==> src/rtl/core/sdspi_pkg.sv <==
// ----------------------------------------------------------------------------
// sdspi_pkg
// types, codes and helpers shared by the sd spi host sequencer
// ----------------------------------------------------------------------------
package sdspi_pkg;

    localparam int BLOCK_BYTES = 512;
    localparam int BLK_AW      = $clog2(BLOCK_BYTES);
    localparam int WSTREAM_LAST = BLOCK_BYTES + 6;

    localparam logic [2:0] REQ_INIT  = 3'd0;
    localparam logic [2:0] REQ_READ  = 3'd1;
    localparam logic [2:0] REQ_WRITE = 3'd2;
    localparam logic [2:0] REQ_LOAD  = 3'd3;
    localparam logic [2:0] REQ_RX    = 3'd4;
    localparam logic [2:0] REQ_TICK  = 3'd5;

    localparam logic [2:0] CFG_READY_TO  = 3'd0;
    localparam logic [2:0] CFG_PWR_DLY   = 3'd1;
    localparam logic [2:0] CFG_IDLE_LIM  = 3'd2;
    localparam logic [2:0] CFG_RESP_LIM  = 3'd3;
    localparam logic [2:0] CFG_RETRY_LIM = 3'd4;
    localparam logic [2:0] CFG_TOKEN_LIM = 3'd5;
    localparam logic [2:0] CFG_BUSY_LIM  = 3'd6;

    localparam logic [2:0] ST_OK       = 3'd0;
    localparam logic [2:0] ST_READY_TO = 3'd1;
    localparam logic [2:0] ST_NO_RESP  = 3'd2;
    localparam logic [2:0] ST_RETRY    = 3'd3;
    localparam logic [2:0] ST_TOKEN_TO = 3'd4;
    localparam logic [2:0] ST_WR_REJ   = 3'd5;
    localparam logic [2:0] ST_BUSY_TO  = 3'd6;

    typedef struct packed {
        logic [2:0]  req_type;
        logic [31:0] sector;
        logic [7:0]  rx_byte;
        logic [7:0]  data_byte;
        logic [8:0]  data_index;
    } sdspi_in_t;

    typedef struct packed {
        logic [7:0] tx_byte;
        logic       tx_valid;
        logic       chip_select;
        logic       fast_clock;
        logic [7:0] read_byte;
        logic       read_valid;
        logic [8:0] read_index;
        logic       done_res;
        logic [2:0] status;
        logic [1:0] card_type;
        logic       last;
    } sdspi_out_t;

    typedef struct packed {
        logic [9:0]  ready_timeout_ms;
        logic [9:0]  power_delay_ms;
        logic [15:0] idle_poll_limit;
        logic [7:0]  response_poll_limit;
        logic [8:0]  init_retry_limit;
        logic [15:0] token_poll_limit;
        logic [15:0] busy_poll_limit;
    } sdspi_cfg_t;

    // buffer read request from sequencer to buffer
    typedef struct packed {
        logic              en;
        logic [BLK_AW-1:0] addr;
    } sdspi_brd_t;

endpackage

==> src/rtl/core/sdspi_seq.sv <==
// ----------------------------------------------------------------------------
// sdspi_seq
// protocol sequencer: one beat per cycle while in_ready is high, result into a two-entry output queue
// ----------------------------------------------------------------------------
module sdspi_seq (
    input  logic                   aclk,
    input  logic                   aresetn,
    input  logic                   in_valid,
    output logic                   in_ready,
    input  sdspi_pkg::sdspi_in_t   in_data,
    input  sdspi_pkg::sdspi_cfg_t  cfg,
    output sdspi_pkg::sdspi_brd_t  brd,
    input  logic [7:0]             bdata,
    output logic                   out_valid,
    input  logic                   out_ready,
    output sdspi_pkg::sdspi_out_t  out_data,
    output logic                   busy
);
    import sdspi_pkg::*;

    localparam logic [4:0] PH_IDLE = 5'd0, PH_PWR = 5'd1, PH_DUMMY10 = 5'd2,
        PH_PON_CMD0 = 5'd3, PH_PON_DUMP = 5'd4, PH_CMD0 = 5'd5, PH_CMD8 = 5'd6,
        PH_V1_DUMP = 5'd7, PH_V1_55 = 5'd8, PH_V1_41 = 5'd9, PH_V1_FAST = 5'd10,
        PH_CMD59 = 5'd11, PH_CMD16 = 5'd12, PH_V2_OCR8 = 5'd13, PH_V2_DUMP = 5'd14,
        PH_V2_55 = 5'd15, PH_V2_41 = 5'd16, PH_CMD58 = 5'd17, PH_V2_OCR58 = 5'd18,
        PH_FINAL = 5'd19, PH_CMD17 = 5'd20, PH_RD_GAP = 5'd21, PH_RD_END = 5'd22,
        PH_CMD24 = 5'd23, PH_WR_GAP = 5'd24, PH_WR_END = 5'd25;

    localparam logic [3:0] SB_NONE = 4'd0, SB_WAIT_MS = 4'd1, SB_DUMMY = 4'd2,
        SB_READY = 4'd3, SB_SEND = 4'd4, SB_RESP = 4'd5, SB_IDLE_RESP = 4'd6,
        SB_OCR = 4'd7, SB_TOKEN = 4'd8, SB_DATA = 4'd9, SB_CRC = 4'd10,
        SB_WSTREAM = 4'd11, SB_BUSY = 4'd12;

    logic [4:0]  phase_reg, phase_next;
    logic [3:0]  sub_reg, sub_next;
    logic [1:0]  kind_reg, kind_next;
    logic [2:0]  pend_reg, pend_next;
    logic [15:0] poll_reg, poll_next;
    logic [8:0]  retry_reg, retry_next;
    logic [9:0]  ms_reg, ms_next;
    logic [9:0]  pos_reg, pos_next;
    logic [47:0] frame_reg, frame_next;
    logic        cs_reg, cs_next;
    logic        fast_reg, fast_next;

    // buffer byte pending: emitted result waits for the read data in the next cycle
    logic        wpend_reg, wpend_next;

    // result produced this cycle
    logic        emit;
    sdspi_out_t  res;
    logic        use_buf;

    // two-entry output queue
    sdspi_out_t  q_reg [2];
    logic [1:0]  q_cnt_reg;
    logic        qhead_reg;

    logic        take, push, pop;
    sdspi_out_t  push_data;
    logic [2:0]  req;
    logic [7:0]  rx;
    logic [31:0] addr;

    assign req  = in_data.req_type;
    assign rx   = in_data.rx_byte;
    assign addr = (kind_reg == 2'd3) ? in_data.sector : {in_data.sector[22:0], 9'd0};

    // a buffered write byte lands in the next cycle, so input holds meanwhile
    assign in_ready = !wpend_reg && (q_cnt_reg != 2'd2);
    assign take     = in_valid && in_ready;
    assign busy     = (phase_reg != PH_IDLE) || wpend_reg || (q_cnt_reg != 2'd0);

    function automatic logic [7:0] fbyte(input logic [47:0] f, input logic [9:0] p);
        logic [7:0] b;
        unique case (p[2:0])
            3'd0: b = f[47:40];
            3'd1: b = f[39:32];
            3'd2: b = f[31:24];
            3'd3: b = f[23:16];
            3'd4: b = f[15:8];
            default: b = f[7:0];
        endcase
        return b;
    endfunction

    always_comb begin
        phase_next = phase_reg; sub_next = sub_reg; kind_next = kind_reg;
        pend_next = pend_reg; poll_next = poll_reg; retry_next = retry_reg;
        ms_next = ms_reg; pos_next = pos_reg; frame_next = frame_reg;
        cs_next = cs_reg; fast_next = fast_reg;
        emit = 1'b0; use_buf = 1'b0;
        res = '0;
        brd.en = 1'b0;
        brd.addr = '0;

        if (take) begin
            priority case (1'b1)
                (req == REQ_INIT): begin
                    if (phase_reg == PH_IDLE) begin
                        kind_next = 2'd0; cs_next = 1'b1; fast_next = 1'b0; ms_next = '0;
                        if (cfg.power_delay_ms == 10'd0) begin
                            phase_next = PH_DUMMY10; sub_next = SB_DUMMY; pos_next = 10'd10;
                            emit = 1'b1; res.tx_byte = 8'hff;
                        end else begin
                            phase_next = PH_PWR; sub_next = SB_WAIT_MS;
                        end
                    end
                end
                (req == REQ_READ || req == REQ_WRITE): begin
                    if (phase_reg == PH_IDLE) begin
                        cs_next = 1'b0;
                        phase_next = (req == REQ_READ) ? PH_CMD17 : PH_CMD24;
                        frame_next = {(req == REQ_READ) ? 8'h51 : 8'h58, addr, 8'h00};
                        sub_next = SB_READY; ms_next = '0;
                        emit = 1'b1; res.tx_byte = 8'hff;
                    end
                end
                (req == REQ_TICK): begin
                    if (sub_reg == SB_WAIT_MS || sub_reg == SB_READY) begin
                        if (ms_reg != 10'd1023) ms_next = ms_reg + 10'd1;
                        if (sub_reg == SB_WAIT_MS && ms_next >= cfg.power_delay_ms) begin
                            phase_next = PH_DUMMY10; sub_next = SB_DUMMY; pos_next = 10'd10;
                            emit = 1'b1; res.tx_byte = 8'hff;
                        end
                    end
                end
                (req == REQ_RX && phase_reg != PH_IDLE): begin
                    // default next action helpers are written out per case
                    unique case (sub_reg)
                        SB_DUMMY: begin
                            logic [9:0] np;
                            np = (pos_reg != 10'd0) ? pos_reg - 10'd1 : 10'd0;
                            pos_next = np;
                            emit = 1'b1;
                            if (np != 10'd0) begin
                                res.tx_byte = 8'hff;
                            end else begin
                                unique case (phase_reg)
                                    PH_DUMMY10: begin
                                        cs_next = 1'b0; phase_next = PH_PON_CMD0;
                                        frame_next = {8'h40, 32'd0, 8'h95};
                                        sub_next = SB_SEND; pos_next = '0;
                                        res.tx_byte = 8'h40;
                                    end
                                    PH_PON_DUMP: begin
                                        if (pend_reg != ST_OK) begin
                                            phase_next = PH_IDLE; sub_next = SB_NONE;
                                            res.done_res = 1'b1; res.status = pend_reg;
                                        end else begin
                                            cs_next = 1'b0; phase_next = PH_CMD0;
                                            frame_next = {8'h40, 32'd0, 8'h95};
                                            sub_next = SB_READY; ms_next = '0;
                                            res.tx_byte = 8'hff;
                                        end
                                    end
                                    PH_V1_DUMP, PH_V2_DUMP: begin
                                        retry_next = '0; cs_next = 1'b0;
                                        phase_next = (phase_reg == PH_V1_DUMP) ? PH_V1_55
                                                                               : PH_V2_55;
                                        frame_next = {8'h77, 40'd0};
                                        sub_next = SB_READY; ms_next = '0;
                                        res.tx_byte = 8'hff;
                                    end
                                    PH_V1_FAST: begin
                                        phase_next = PH_CMD59;
                                        frame_next = {8'h7b, 32'd0, 8'h95};
                                        sub_next = SB_READY; ms_next = '0;
                                        res.tx_byte = 8'hff;
                                    end
                                    PH_RD_GAP, PH_WR_GAP: begin
                                        cs_next = 1'b0;
                                        sub_next = (phase_reg == PH_RD_GAP) ? SB_TOKEN
                                                                            : SB_WSTREAM;
                                        pos_next = '0; poll_next = '0;
                                        res.tx_byte = 8'hff;
                                    end
                                    default: begin
                                        if (phase_reg == PH_FINAL) fast_next = 1'b1;
                                        phase_next = PH_IDLE; sub_next = SB_NONE;
                                        res.done_res = 1'b1;
                                    end
                                endcase
                            end
                        end
                        SB_READY: begin
                            emit = 1'b1;
                            if (rx == 8'hff) begin
                                sub_next = SB_SEND; pos_next = '0;
                                res.tx_byte = frame_reg[47:40];
                            end else if (ms_reg >= cfg.ready_timeout_ms) begin
                                cs_next = 1'b1; phase_next = PH_IDLE; sub_next = SB_NONE;
                                res.done_res = 1'b1; res.status = ST_READY_TO;
                            end else begin
                                res.tx_byte = 8'hff;
                            end
                        end
                        SB_SEND: begin
                            emit = 1'b1;
                            pos_next = pos_reg + 10'd1;
                            if (pos_next < 10'd6) begin
                                res.tx_byte = fbyte(frame_reg, pos_next);
                            end else begin
                                sub_next = (phase_reg == PH_PON_CMD0) ? SB_IDLE_RESP : SB_RESP;
                                poll_next = '0;
                                res.tx_byte = 8'hff;
                            end
                        end
                        SB_RESP: begin
                            emit = 1'b1;
                            if (rx != 8'hff) begin
                                // command answered
                                unique case (phase_reg)
                                    PH_CMD0: begin
                                        if (rx == 8'h01) begin
                                            phase_next = PH_CMD8;
                                            frame_next = {8'h48, 32'h1aa, 8'h87};
                                            sub_next = SB_READY; ms_next = '0;
                                            res.tx_byte = 8'hff;
                                        end else begin
                                            cs_next = 1'b1; phase_next = PH_IDLE;
                                            sub_next = SB_NONE;
                                            res.done_res = 1'b1; res.status = ST_NO_RESP;
                                        end
                                    end
                                    PH_CMD8: begin
                                        res.tx_byte = 8'hff;
                                        if (rx == 8'h05) begin
                                            kind_next = 2'd1; cs_next = 1'b1;
                                            phase_next = PH_V1_DUMP; sub_next = SB_DUMMY;
                                            pos_next = 10'd1;
                                        end else if (rx == 8'h01) begin
                                            phase_next = PH_V2_OCR8; sub_next = SB_OCR;
                                            pos_next = '0; poll_next = '0;
                                        end else begin
                                            cs_next = 1'b1; phase_next = PH_FINAL;
                                            sub_next = SB_DUMMY; pos_next = 10'd1;
                                        end
                                    end
                                    PH_V1_55, PH_V2_55: begin
                                        phase_next = (phase_reg == PH_V1_55) ? PH_V1_41
                                                                             : PH_V2_41;
                                        frame_next = (phase_reg == PH_V1_55)
                                            ? {8'h69, 40'd0}
                                            : {8'h69, 32'h40000000, 8'h00};
                                        sub_next = SB_READY; ms_next = '0;
                                        res.tx_byte = 8'hff;
                                    end
                                    PH_V1_41, PH_V2_41: begin
                                        if (retry_reg != 9'd511) retry_next = retry_reg + 9'd1;
                                        if (rx == 8'h00) begin
                                            res.tx_byte = 8'hff;
                                            if (phase_reg == PH_V1_41) begin
                                                fast_next = 1'b1; phase_next = PH_V1_FAST;
                                                sub_next = SB_DUMMY; pos_next = 10'd1;
                                            end else begin
                                                phase_next = PH_CMD58;
                                                frame_next = {8'h7a, 40'd0};
                                                sub_next = SB_READY; ms_next = '0;
                                            end
                                        end else if (retry_next >= cfg.init_retry_limit) begin
                                            cs_next = 1'b1; phase_next = PH_IDLE;
                                            sub_next = SB_NONE;
                                            res.done_res = 1'b1; res.status = ST_RETRY;
                                        end else begin
                                            phase_next = (phase_reg == PH_V1_41) ? PH_V1_55
                                                                                 : PH_V2_55;
                                            frame_next = {8'h77, 40'd0};
                                            sub_next = SB_READY; ms_next = '0;
                                            res.tx_byte = 8'hff;
                                        end
                                    end
                                    PH_CMD59: begin
                                        phase_next = PH_CMD16;
                                        frame_next = {8'h50, 32'd512, 8'h95};
                                        sub_next = SB_READY; ms_next = '0;
                                        res.tx_byte = 8'hff;
                                    end
                                    PH_CMD16: begin
                                        cs_next = 1'b1; phase_next = PH_FINAL;
                                        sub_next = SB_DUMMY; pos_next = 10'd1;
                                        res.tx_byte = 8'hff;
                                    end
                                    PH_CMD58, PH_CMD17, PH_CMD24: begin
                                        if (rx != 8'h00) begin
                                            cs_next = 1'b1; phase_next = PH_IDLE;
                                            sub_next = SB_NONE;
                                            res.done_res = 1'b1; res.status = ST_NO_RESP;
                                        end else begin
                                            res.tx_byte = 8'hff;
                                            pos_next = '0;
                                            if (phase_reg == PH_CMD58) begin
                                                phase_next = PH_V2_OCR58; sub_next = SB_OCR;
                                                poll_next = '0;
                                            end else begin
                                                cs_next = 1'b1; sub_next = SB_DUMMY;
                                                pos_next = 10'd1;
                                                phase_next = (phase_reg == PH_CMD17)
                                                    ? PH_RD_GAP : PH_WR_GAP;
                                            end
                                        end
                                    end
                                    default: begin
                                        cs_next = 1'b1; phase_next = PH_IDLE;
                                        sub_next = SB_NONE;
                                        res.done_res = 1'b1; res.status = ST_NO_RESP;
                                    end
                                endcase
                            end else if ({8'd0, poll_reg} > {8'd0, 8'd0, cfg.response_poll_limit}) begin
                                cs_next = 1'b1; phase_next = PH_IDLE; sub_next = SB_NONE;
                                res.done_res = 1'b1; res.status = ST_NO_RESP;
                            end else begin
                                poll_next = poll_reg + 16'd1;
                                res.tx_byte = 8'hff;
                            end
                        end
                        SB_IDLE_RESP: begin
                            emit = 1'b1; res.tx_byte = 8'hff;
                            if (rx == 8'h01 || poll_reg >= cfg.idle_poll_limit) begin
                                pend_next = (rx == 8'h01) ? ST_OK : ST_NO_RESP;
                                cs_next = 1'b1; phase_next = PH_PON_DUMP;
                                sub_next = SB_DUMMY; pos_next = 10'd1;
                            end else begin
                                poll_next = poll_reg + 16'd1;
                            end
                        end
                        SB_OCR: begin
                            emit = 1'b1; res.tx_byte = 8'hff;
                            if (phase_reg == PH_V2_OCR58 && pos_reg == 10'd0)
                                kind_next = rx[6] ? 2'd3 : 2'd2;
                            pos_next = pos_reg + 10'd1;
                            if (pos_next >= 10'd4) begin
                                cs_next = 1'b1; sub_next = SB_DUMMY; pos_next = 10'd1;
                                phase_next = (phase_reg == PH_V2_OCR8) ? PH_V2_DUMP
                                                                       : PH_FINAL;
                            end
                        end
                        SB_TOKEN: begin
                            emit = 1'b1;
                            if (rx == 8'hfe) begin
                                sub_next = SB_DATA; pos_next = '0; res.tx_byte = 8'hff;
                            end else if (poll_reg >= cfg.token_poll_limit) begin
                                cs_next = 1'b1; phase_next = PH_IDLE; sub_next = SB_NONE;
                                res.done_res = 1'b1; res.status = ST_TOKEN_TO;
                            end else begin
                                poll_next = poll_reg + 16'd1; res.tx_byte = 8'hff;
                            end
                        end
                        SB_DATA: begin
                            emit = 1'b1; res.tx_byte = 8'hff;
                            res.read_byte = rx; res.read_valid = 1'b1;
                            res.read_index = pos_reg[BLK_AW-1:0];
                            pos_next = pos_reg + 10'd1;
                            if (pos_next >= 10'(BLOCK_BYTES)) begin
                                sub_next = SB_CRC; pos_next = '0;
                            end
                        end
                        SB_CRC: begin
                            emit = 1'b1; res.tx_byte = 8'hff;
                            pos_next = pos_reg + 10'd1;
                            if (pos_next >= 10'd2) begin
                                cs_next = 1'b1; phase_next = PH_RD_END;
                                sub_next = SB_DUMMY; pos_next = 10'd1;
                            end
                        end
                        SB_WSTREAM: begin
                            emit = 1'b1;
                            if ({1'b0, pos_reg} >= 11'(WSTREAM_LAST)) begin
                                if (rx[4:0] != 5'h05) begin
                                    cs_next = 1'b1; phase_next = PH_IDLE; sub_next = SB_NONE;
                                    res.done_res = 1'b1; res.status = ST_WR_REJ;
                                end else begin
                                    sub_next = SB_BUSY; poll_next = '0; res.tx_byte = 8'hff;
                                end
                            end else begin
                                pos_next = pos_reg + 10'd1;
                                if (pos_next < 10'd3 || pos_next >= 10'(BLOCK_BYTES + 4)) begin
                                    res.tx_byte = 8'hff;
                                end else if (pos_next == 10'd3) begin
                                    res.tx_byte = 8'hfe;
                                end else begin
                                    // data byte comes from the buffer in the next cycle
                                    use_buf = 1'b1;
                                    brd.en = 1'b1;
                                    brd.addr = BLK_AW'(pos_next - 10'd4);
                                end
                            end
                        end
                        SB_BUSY: begin
                            emit = 1'b1;
                            if (rx != 8'h00) begin
                                cs_next = 1'b1; phase_next = PH_WR_END;
                                sub_next = SB_DUMMY; pos_next = 10'd1; res.tx_byte = 8'hff;
                            end else begin
                                poll_next = poll_reg + 16'd1;
                                if (poll_next >= cfg.busy_poll_limit) begin
                                    cs_next = 1'b1; phase_next = PH_IDLE; sub_next = SB_NONE;
                                    res.done_res = 1'b1; res.status = ST_BUSY_TO;
                                end else begin
                                    res.tx_byte = 8'hff;
                                end
                            end
                        end
                        default: emit = 1'b0;
                    endcase
                end
                default: ;
            endcase
        end

        res.tx_valid    = !res.done_res;
        res.last        = res.done_res;
        res.chip_select = cs_next;
        res.fast_clock  = fast_next;
        res.card_type   = kind_next;
    end

    // held result awaiting buffer data
    sdspi_out_t hold_reg;

    always_comb begin
        push = 1'b0;
        push_data = res;
        if (wpend_reg) begin
            push = 1'b1;
            push_data = hold_reg;
            push_data.tx_byte = bdata;
        end else if (emit && !use_buf) begin
            push = 1'b1;
        end
        wpend_next = emit && use_buf;
    end

    assign pop       = out_valid && out_ready;
    assign out_valid = (q_cnt_reg != 2'd0);
    assign out_data  = q_reg[qhead_reg];

    always_ff @(posedge aclk) begin
        if (!aresetn) begin
            phase_reg <= PH_IDLE; sub_reg <= SB_NONE; kind_reg <= '0; pend_reg <= ST_OK;
            poll_reg <= '0; retry_reg <= '0; ms_reg <= '0; pos_reg <= '0;
            frame_reg <= '0; cs_reg <= 1'b1; fast_reg <= 1'b0; wpend_reg <= 1'b0;
            q_cnt_reg <= '0; qhead_reg <= 1'b0;
        end else begin
            phase_reg <= phase_next; sub_reg <= sub_next; kind_reg <= kind_next;
            pend_reg <= pend_next; poll_reg <= poll_next; retry_reg <= retry_next;
            ms_reg <= ms_next; pos_reg <= pos_next; frame_reg <= frame_next;
            cs_reg <= cs_next; fast_reg <= fast_next; wpend_reg <= wpend_next;
            q_cnt_reg <= q_cnt_reg + {1'b0, push} - {1'b0, pop};
            if (pop) qhead_reg <= !qhead_reg;
        end
    end

    // tail slot sits count entries past the head
    always_ff @(posedge aclk) begin
        if (emit) hold_reg <= res;
        if (push) q_reg[qhead_reg ^ q_cnt_reg[0]] <= push_data;
    end
endmodule

==> config.mk <==
export PLATFORM = sky130hd
export DESIGN_NAME = sdspi_seq
export DESIGN_NICKNAME = d
export VERILOG_FILES = /design/src/rtl/core/sdspi_pkg.sv /design/src/rtl/core/sdspi_seq.sv
export SDC_FILE = /design/constraint.sdc
export NUM_CORES = 1
export LEC_CHECK = 0
export BUFFER_PORTS_ARGS = -buffer_cell sky130_fd_sc_hd__buf_4
export CORE_UTILIZATION = 39
export CTS_CLUSTER_DIAMETER = 30
export CTS_CLUSTER_SIZE = 40
export DETAILED_ROUTE_END_ITERATION = 8
export HOLD_SLACK_MARGIN = 0.05
export PLACE_DENSITY = 0.61
export SYNTH_ARGS = -nofsm -noshare
export SYNTH_HDL_FRONTEND = slang
export SYNTH_SLANG_ARGS = --single-unit
==> constraint.sdc <==
create_clock -name aclk -period 5.3 [get_ports aclk]
set_input_delay 1.06 -clock aclk [delete_from_list [all_inputs] [get_ports aclk]]
set_output_delay 1.06 -clock aclk [all_outputs]
set_load 0.05 [all_outputs]
### Word level (Yosys, flattened, before mapping)

Memory sizes are Yosys's and may differ from the RTL's. A register that Yosys moved wholly into a read port is not among the register bits.
Index checks and enable logic that the tools add are counted.

* memories: 1
* logic and storage cells: 566
* memory bits (writable): 72
* bits of input ports: 157
* latch bits: 0
* memory bits (read-only): 0
* bits in registers: 140
* output and inout port bits: 49

* $mul: 0
* bitwise logic cells: 4
* mux-type cells: 331
* equality and inequality tests: 122
* shifts and indexed selects: 0
* divide/modulo/power cells: 0
* $lt $le $gt $ge: 14
* reduce and logical (&&, ||, !) cells: 63
* $add $sub $neg: 8

Memory list
* q_reg: depth 2, bits a word 36, read ports 1, clocked after Yosys merged registers in 1, write ports 1, line sdspi_seq.sv:55 `sdspi_out_t q_reg [2];`

Operator list (count)
* $mux 48: 11
* $mux 10: 51
* $pmux 48 s4: 2
* $mux 16: 15
* $mux 8: 29
* $mux 4: 45
* $mux 5: 29
* $mux 9: 13
* $pmux 16 s7: 1
* $mux 22: 5
* $pmux 10 s11: 1
* $pmux 48 s2: 1
* $ne 5x5->1 const B: 18
* $mux 1: 72
* $pmux 8 s8: 1
* $ge 16x16->1: 3
* $ne 4x4->1 const B: 12
* $pmux 4 s6: 2
* $pmux 5 s9: 1
* $pmux 4 s11: 1
* $eq 5x4->1 const B: 8
* $eq 5x5->1 const B: 8
* $pmux 10 s2: 2
* $pmux 10 s4: 1
* other kinds (96): 210

### Logic depth before layout (Yosys ltp)

Gate-level depths: netlist of the first run.

* depth after elaboration: 23
* mapped depth: 23

### Worst setup path after synthesis of the first run

No wires, ideal clock.

* kind: flip-flop to flip-flop
* start point: register ms_reg[3]
* end point: memory q_reg[0][10] (netlist bit) (enable)
* stages on the path, launching flop included: 16
* path buffers: 1
* setup slack: -0.401 ns
* arrival: 5.270 ns
* clock period less this slack: 5.701 ns
* cell sequence: dfxtp_1 -> and3_1 -> nand3_1 -> or3_1 -> clkbuf_1 -> o21ai_0 -> nor2_1 -> xor2_1 -> ha_1 -> nand4_1 -> o31a_1 -> nor2_1 -> nand4_1 -> inv_1 -> a21oi_1 -> nor2b_1

* word-level cells in the longest chain between the ends: 20
* elaborated cells between the ends (all ways): 21

Ends and longest elaborated chain
* from (decl): line sdspi_seq.sv:40 `logic [9:0] ms_reg, ms_next;`
* from (signal assigned): line sdspi_seq.sv:447 `ms_reg <= ms_next; pos_reg <= pos_next; frame_reg <= frame_next;`
* $add 10x1->10 / $ne 10x10->1 (equally long branches): line sdspi_seq.sv:121 `if (ms_reg != 10'd1023) ms_next = ms_reg + 10'd1;`
* $mux 10 *: line sdspi_seq.sv:121
* $mux 10 *: line sdspi_seq.sv:120 `if (sub_reg == SB_WAIT_MS || sub_reg == SB_READY) begin`
* $mux 10 * (3 in series): line sdspi_seq.sv:98 `priority case (1'b1)`
* $mux 10 *: line sdspi_seq.sv:97 `if (take) begin`
* $ge 10x10->1 *: line sdspi_seq.sv:122 `if (sub_reg == SB_WAIT_MS && ms_next >= cfg.power_delay_ms) begin`
* $logic_and 1x1->1 *: line sdspi_seq.sv:122
* $mux 1 *: line sdspi_seq.sv:122
* $mux 1 *: line sdspi_seq.sv:120
* $mux 1 * (3 in series): line sdspi_seq.sv:98
* $mux 1 *: line sdspi_seq.sv:97
* via emit: line sdspi_seq.sv:50 `logic emit;`
* $logic_and 1x1->1 *: line sdspi_seq.sv:428 `end else if (emit && !use_buf) begin`
* $mux 1 *: line sdspi_seq.sv:428
* $mux 1 *: line sdspi_seq.sv:424 `if (wpend_reg) begin`
* $mux 1 *: line sdspi_seq.sv:457 `if (push) q_reg[qhead_reg ^ q_cnt_reg[0]] <= push_data;`
* $mux 1 (implied by the code) *: line sdspi_seq.sv:457
* to (decl): line sdspi_seq.sv:55

Mark *: on every way through the listed nets, which the timed path passes. The rest lies on a longest branch. The select of a mux whose other input is x is not followed.

==> flow_metrics.tcl, run 1 <==
set metrics [dict create \
    status "finished clean" \
    fin_crit_ps 5000 \
    worstHoldStart "frame_reg[1]" \
    synthMuxAreaShare 0.0596 \
    io_pins 206 \
    start_kind "flip-flop" \
    synth_top_cell_by_area "edfxtp_1" \
    period_share 0.944 \
    overflow 0 \
    numPortBuffers 188 \
    ys_top_cells_by_area "edfxtp_1, dfxtp_1, ha_1" \
    cts.sinks 203 \
    grt_setup_unrepaired "no" \
    final_util 0.490 \
    maxCapViolCount 0 \
    seq_area_frac_synth 0.326 \
    crit_required_ps 4240 \
    worst_slew_pin_slew_ps 1080 \
    layout.cells.most_common_list "buf_4, nand2_1, nor2_1" \
    antenna_found_initial 1 \
    core_region_area_um2 38900 \
    setup_tns_ps 0 \
    routed_wl_mm 53.5 \
    cts.clk_slew.worst_paths_ps 40 \
    ctsLongestPathBuffers 3 \
    antenna_left 0 \
    clock.fmax_mhz 200 \
    n_fill_cell 3822 \
    cts_tree "built" \
    dieArea_um2 40400 \
    r2r_start "ms_reg[2]" \
    slew_headroom 0.282 \
    via_per_inst 5.89 \
    cts_max_level 2 \
    synthCells 1862 \
    drive_above_1_share 0.198 \
    layout_commonest_cell "buf_4" \
    die_y_um 201 \
    maxSlewViolCount 0 \
    async_flop_share 0 \
    ys.flop_type "dfxtp_1" \
    first_pass_iters 6 \
    pre_cts_ws_ps 370 \
    cp_max_fo 18 \
    grt_pass1_wl_mm 82.5 \
    cts_root_buffer "clkbuf_16" \
    rows 72 \
    first_global_vias 14600 \
    dp.cells 2513 \
    grt_use_total 0.257 \
    final_cell_area_um2 19100 \
    synth_edf_count 97 \
    synth-seq-cells 203 \
    numCtsBuffers 46 \
    timing.final.ws_setup_ps 296 \
    largest_register_ffs 70 \
    leakagePower_nw 8.13 \
    ir_drop_uv 193 \
    reg2regPathDepth 23 \
    worstSetupPathType "reg2out" \
    worst_clock_skew_ps 19.5 \
    netlist_area_um2 15500 \
    setup_viol 0 \
    instances_no_fill 2599 \
    die_w_um 201 \
    num_vias 15300 \
    synth_cell_types 92 \
    start_util 0.397 \
    arrival_ps 3940 \
    hold_class "reg2reg" \
    grt_max_degree 87 \
    clkLatencyLatePin_ps 560 \
    whs_ps 447 \
    synth_compound_area_frac 0.233 \
    cts_hold_buf 0 \
    synth_nets 2117 \
    crit_start "pos_reg[1]" \
    min_path_cells 2 \
    power_mw 5.88 \
    yosys.area_share.simple 0.215 \
    synth_xor_xnor_area_share 0.0272 \
    gp_congestion 0.984 \
    synthAdderAreaFrac 0.0793 \
    yosysWarnings 0 \
    synth_top_area_share 0.188 \
    diodes 0 \
    hpwl_mm 40.3 \
    crit_path_end_kind "output pin" \
    nets 2299 \
    finalHoldViolations 0 \
    syn2layout_area_growth_pct 23.3 \
    drt_iter0_drc 1428 \
    avgSynthCellArea_um2 8.30 \
    drc_errors 0 \
    power.density_nw_per_um2 308 \
    synth_top_family_by_area "compound AO/OA/AOI/OAI gates" \
    avgRoutedWirePerCell_um 20.6 \
    place_area_um2 17500 \
]
==> power breakdown <==
group / leakage, nW / internal (mW) / total (mW) / switching, mW
sequential: 1.75 / 1.78 / 1.83 / 0.0513
clock: 0.737 / 1.81 / 2.71 / 0.902
combinational: 5.65 / 0.468 / 1.34 / 0.871
==> worst max-delay path: stages, from the launching register on <==
cell     delay [ps]
dfxtp_1         740
ha_1            490
xor2_1          370
inv_1            90
ha_1            230
and2_1          180
nand3_1         150
nand2_1          70
a211o_1         470
a21oi_1         330
buf_4           260
==> cell type report <==
type	count	area (um2)	share of cell area
Tap cell	518	648	0.0340
Clock inverter	22	230	0.0121
Sequential cell	203	5030	0.264
Timing Repair Buffer	247	1850	0.0972
Clock buffer	63	1290	0.0679
Multi-Input combinational cell	1421	9540	0.500
Inverter	125	469	0.0246
==> layer usage <==
| layer | vias to the layer above | routed length, um | GRT usage |
|---|---|---|---|
| met5 | - | 12 | 0 |
| met4 | 2 | 1840 | 0.106 |
| met3 | 126 | 3640 | 0.0468 |
| met2 | 609 | 24600 | 0.413 |
| met1 | 7300 | 23400 | 0.340 |
| li1 | 7277 | - | - |
==> synth_stat cells, types with 25 or more instances <==
| library cell | instances |
|---|---|
| nand2_1 | 188 |
| nor2_1 | 131 |
| inv_1 | 123 |
| o21ai_0 | 111 |
| a21oi_1 | 108 |
| dfxtp_1 | 106 |
| ha_1 | 98 |
| edfxtp_1 | 97 |
| clkbuf_1 | 95 |
| nand3_1 | 87 |
| nor3_1 | 56 |
| mux2i_1 | 47 |
| a21o_1 | 40 |
| mux2_2 | 40 |
| xnor2_1 | 34 |
| and2_1 | 33 |
| a211oi_1 | 26 |
| nand4_1 | 25 |
==> cells by family after synthesis <==
kind of cell               Yosys count
and+or+nand+nor                    670
AOI/OAI and AO/OA                  518
buffers and inverters              238
DFF                                203
adders and majority gates           98
muxes                               87
xor gates and xnor gates            48
==> timing repair <==
action | in CTS | in global routing
endpoints found under the setup margin | 0 | 2
buffers inserted | 0 | 1
resized for setup | 0 | 1
==> path summary, 6_finish.rpt <==
| kind | endpoint | slack, ps |
|---|---|---|
| max | brd[8] | 300 |
| min | frame_reg[1] | 450 |
| max reg2reg | q_cnt_reg[1] | 540 |
| min reg2reg | frame_reg[1] | 450 |
Power figures use the tool's default switching activity.
==> run 2: changes to the inputs <==
--- a/config.mk
+++ b/config.mk
@@ -7,10 +7,10 @@
 export LEC_CHECK = 0
 export BUFFER_PORTS_ARGS = -buffer_cell sky130_fd_sc_hd__buf_4
-export CORE_UTILIZATION = 39
+export CORE_UTILIZATION = 45
 export CTS_CLUSTER_DIAMETER = 30
 export CTS_CLUSTER_SIZE = 40
 export DETAILED_ROUTE_END_ITERATION = 8
 export HOLD_SLACK_MARGIN = 0.05
-export PLACE_DENSITY = 0.61
+export PLACE_DENSITY = 0.68
 export SYNTH_ARGS = -nofsm -noshare
 export SYNTH_HDL_FRONTEND = slang
==> constraint.sdc (replaced) <==
create_clock -name aclk -period 5.3 [get_ports aclk]
set_input_delay 0.53 -clock aclk [delete_from_list [all_inputs] [get_ports aclk]]
set_output_delay 0.53 -clock aclk [all_outputs]
set_load 0.05 [all_outputs]
==> run 2 against run 1 <==
  * Hold slack lost 190 ps
  * Power up 5.3%
  * Count of clock-buffer cells in the layout fell by 7
  * Maximum frequency rose by 3.0%
  * Clock skew is 9.7 ps higher
  * Die area decreased by 13%
  * Setup slack better by 140 ps
  * Routed wire length fell by 0.44%
  * Sequential power is essentially flat
  * Flip-flop and latch count unchanged
==> flow_metrics.tcl, run 2 (synthesis results as in run 1) <==
set metrics [dict create \
    status "finished clean" \
    cp_max_fo 8 \
    setup_viol 0 \
    syn2layout_area_growth_pct 23.4 \
    min_path_cells 3 \
    cts_resized 0 \
    cts_tree "built" \
    r2r_start "ms_reg[3]" \
    reg2regPathDepth 22 \
    die_y_um 187 \
    worst_slew_pin_slew_ps 1100 \
    dieArea_um2 35100 \
    postCtsSetupRepairBufs 0 \
    numCtsBuffers 45 \
    num_vias 15500 \
    leakagePower_nw 8.18 \
    instances_no_fill 2522 \
    drc_errors 0 \
    slew_headroom 0.264 \
    hpwl_mm 40.3 \
    diodes 0 \
    rr_endpoint "q_cnt_reg[1]" \
    first_pass_iters 7 \
    setup_tns_ps 0 \
    worstHoldStart "in_data[49]" \
    grt_setup_unrepaired "no" \
    grt_use_total 0.298 \
    crit_required_ps 5730 \
    arrival_ps 5290 \
    drt_iter0_drc 1522 \
    hold_class "in2reg" \
    via_per_inst 6.13 \
    whs_ps 255 \
    die_w_um 187 \
    r2r_slack_ps 440 \
    cts_hold_buf 0 \
    fin_crit_ps 4860 \
    numPortBuffers 188 \
    drive_above_1_share 0.197 \
    antenna_found_initial 0 \
    maxCapViolCount 0 \
    dp.cells 2439 \
    crit_path_end_kind "flip-flop" \
    gp_congestion 0.995 \
    io_pins 206 \
    place_area_um2 17400 \
    nets 2293 \
    start_kind "flip-flop" \
    avgRoutedWirePerCell_um 21.1 \
    ir_drop_uv 378 \
    cts.clk_slew.worst_paths_ps 50 \
    overflow 0 \
    worstSetupPathType "reg2reg" \
    first_global_vias 14900 \
    power_mw 6.19 \
    cts.sinks 203 \
    clock.fmax_mhz 206 \
    layout.cells.most_common_list "buf_4, nand2_1, nor2_1" \
    routed_wl_mm 53.2 \
    grt_pass1_wl_mm 83.2 \
    antenna_left 0 \
    largest_register_ffs 70 \
    layout_commonest_cell "buf_4" \
    period_share 0.917 \
    ctsLongestPathBuffers 3 \
    grt_max_degree 54 \
    rows 67 \
    worst_clock_skew_ps 29.2 \
    cts_max_level 2 \
    finalHoldViolations 0 \
    maxSlewViolCount 0 \
    final_cell_area_um2 19100 \
    core_region_area_um2 33700 \
    power.density_nw_per_um2 325 \
    start_util 0.459 \
    min_to "frame_reg[32]" \
    cts_root_buffer "clkbuf_16" \
    clkLatencyLatePin_ps 560 \
]
run 2: cell count changes in the layout (fill, tap and decap cells not counted), sizes merged:
cell,previous run,this run
inv,127,129
clkbuf,63,56
clkinvlp,4,1
buf,247,242
bufinv,2,9
clkinv,14,13
run 2: where the power goes:
group,internal [mW],switching [mW]
Clock,2.11,0.943
Sequential,1.78,0.0569
Combinational,0.461,0.851
Total,4.34,1.85
run 2: worst max-delay path by stage:
stage               cells after the start  slack, ps           end  startpoint
finish                                 22        440  q_cnt_reg[1]   ms_reg[3]
global route                           16        170  q_reg[0][23]   ms_reg[3]
CTS                                    16        530  q_reg[0][17]   ms_reg[3]
detailed placement                     16        570  q_reg[0][19]   ms_reg[3]
global placement                       22        580  q_cnt_reg[1]   ms_reg[3]
floorplan                              15        210  q_reg[1][10]   ms_reg[3]
run 2: layout make-up:
type / instances / area (um2)
fillers: 3113 / 14600
multi-input cells: 1421 / 9530
flip-flops and latches: 203 / 5030
repair buffers: 242 / 1820
clock buffers: 56 / 1240
well taps: 448 / 561
inverters: 125 / 469
clock inverters: 27 / 427
run 2: metal layers:
metal,up-vias,share of wire,track usage,wire length (um)
li1,7256,-,-,-
met1,7452,0.44,0.400,23200
met2,644,0.46,0.491,24600
met3,111,0.071,0.0373,3780
met4,0,0.031,0.101,1640
met5,-,0,0,0
run 2: critical path: stages (launching register included):
cell and delay (ps):
dfxtp_1 490, and3_1 240, nand3_1 140, or3_1 430, nor2_1 170, or3_1 170
nor2_1 60, xnor2_1 200, ha_1 280, a21o_1 190, a21o_1 170, a211oi_1 250
o31a_1 300, nor2_1 120, nand4_1 300, inv_1 110, a21oi_1 320, ha_1 310
inv_1 60, ha_1 140, xnor2_1 130, xnor2_1 130, nor2_1 50
run 2: per-stage QoR:
stage | utilization | setup slack [ps]
after floorplan | - | 209
after detailed placement | 0.517 | 574
after CTS | 0.566 | 527
after global routing | 0.566 | 165
final | 0.566 | 441
after global placement | 0.517 | 581
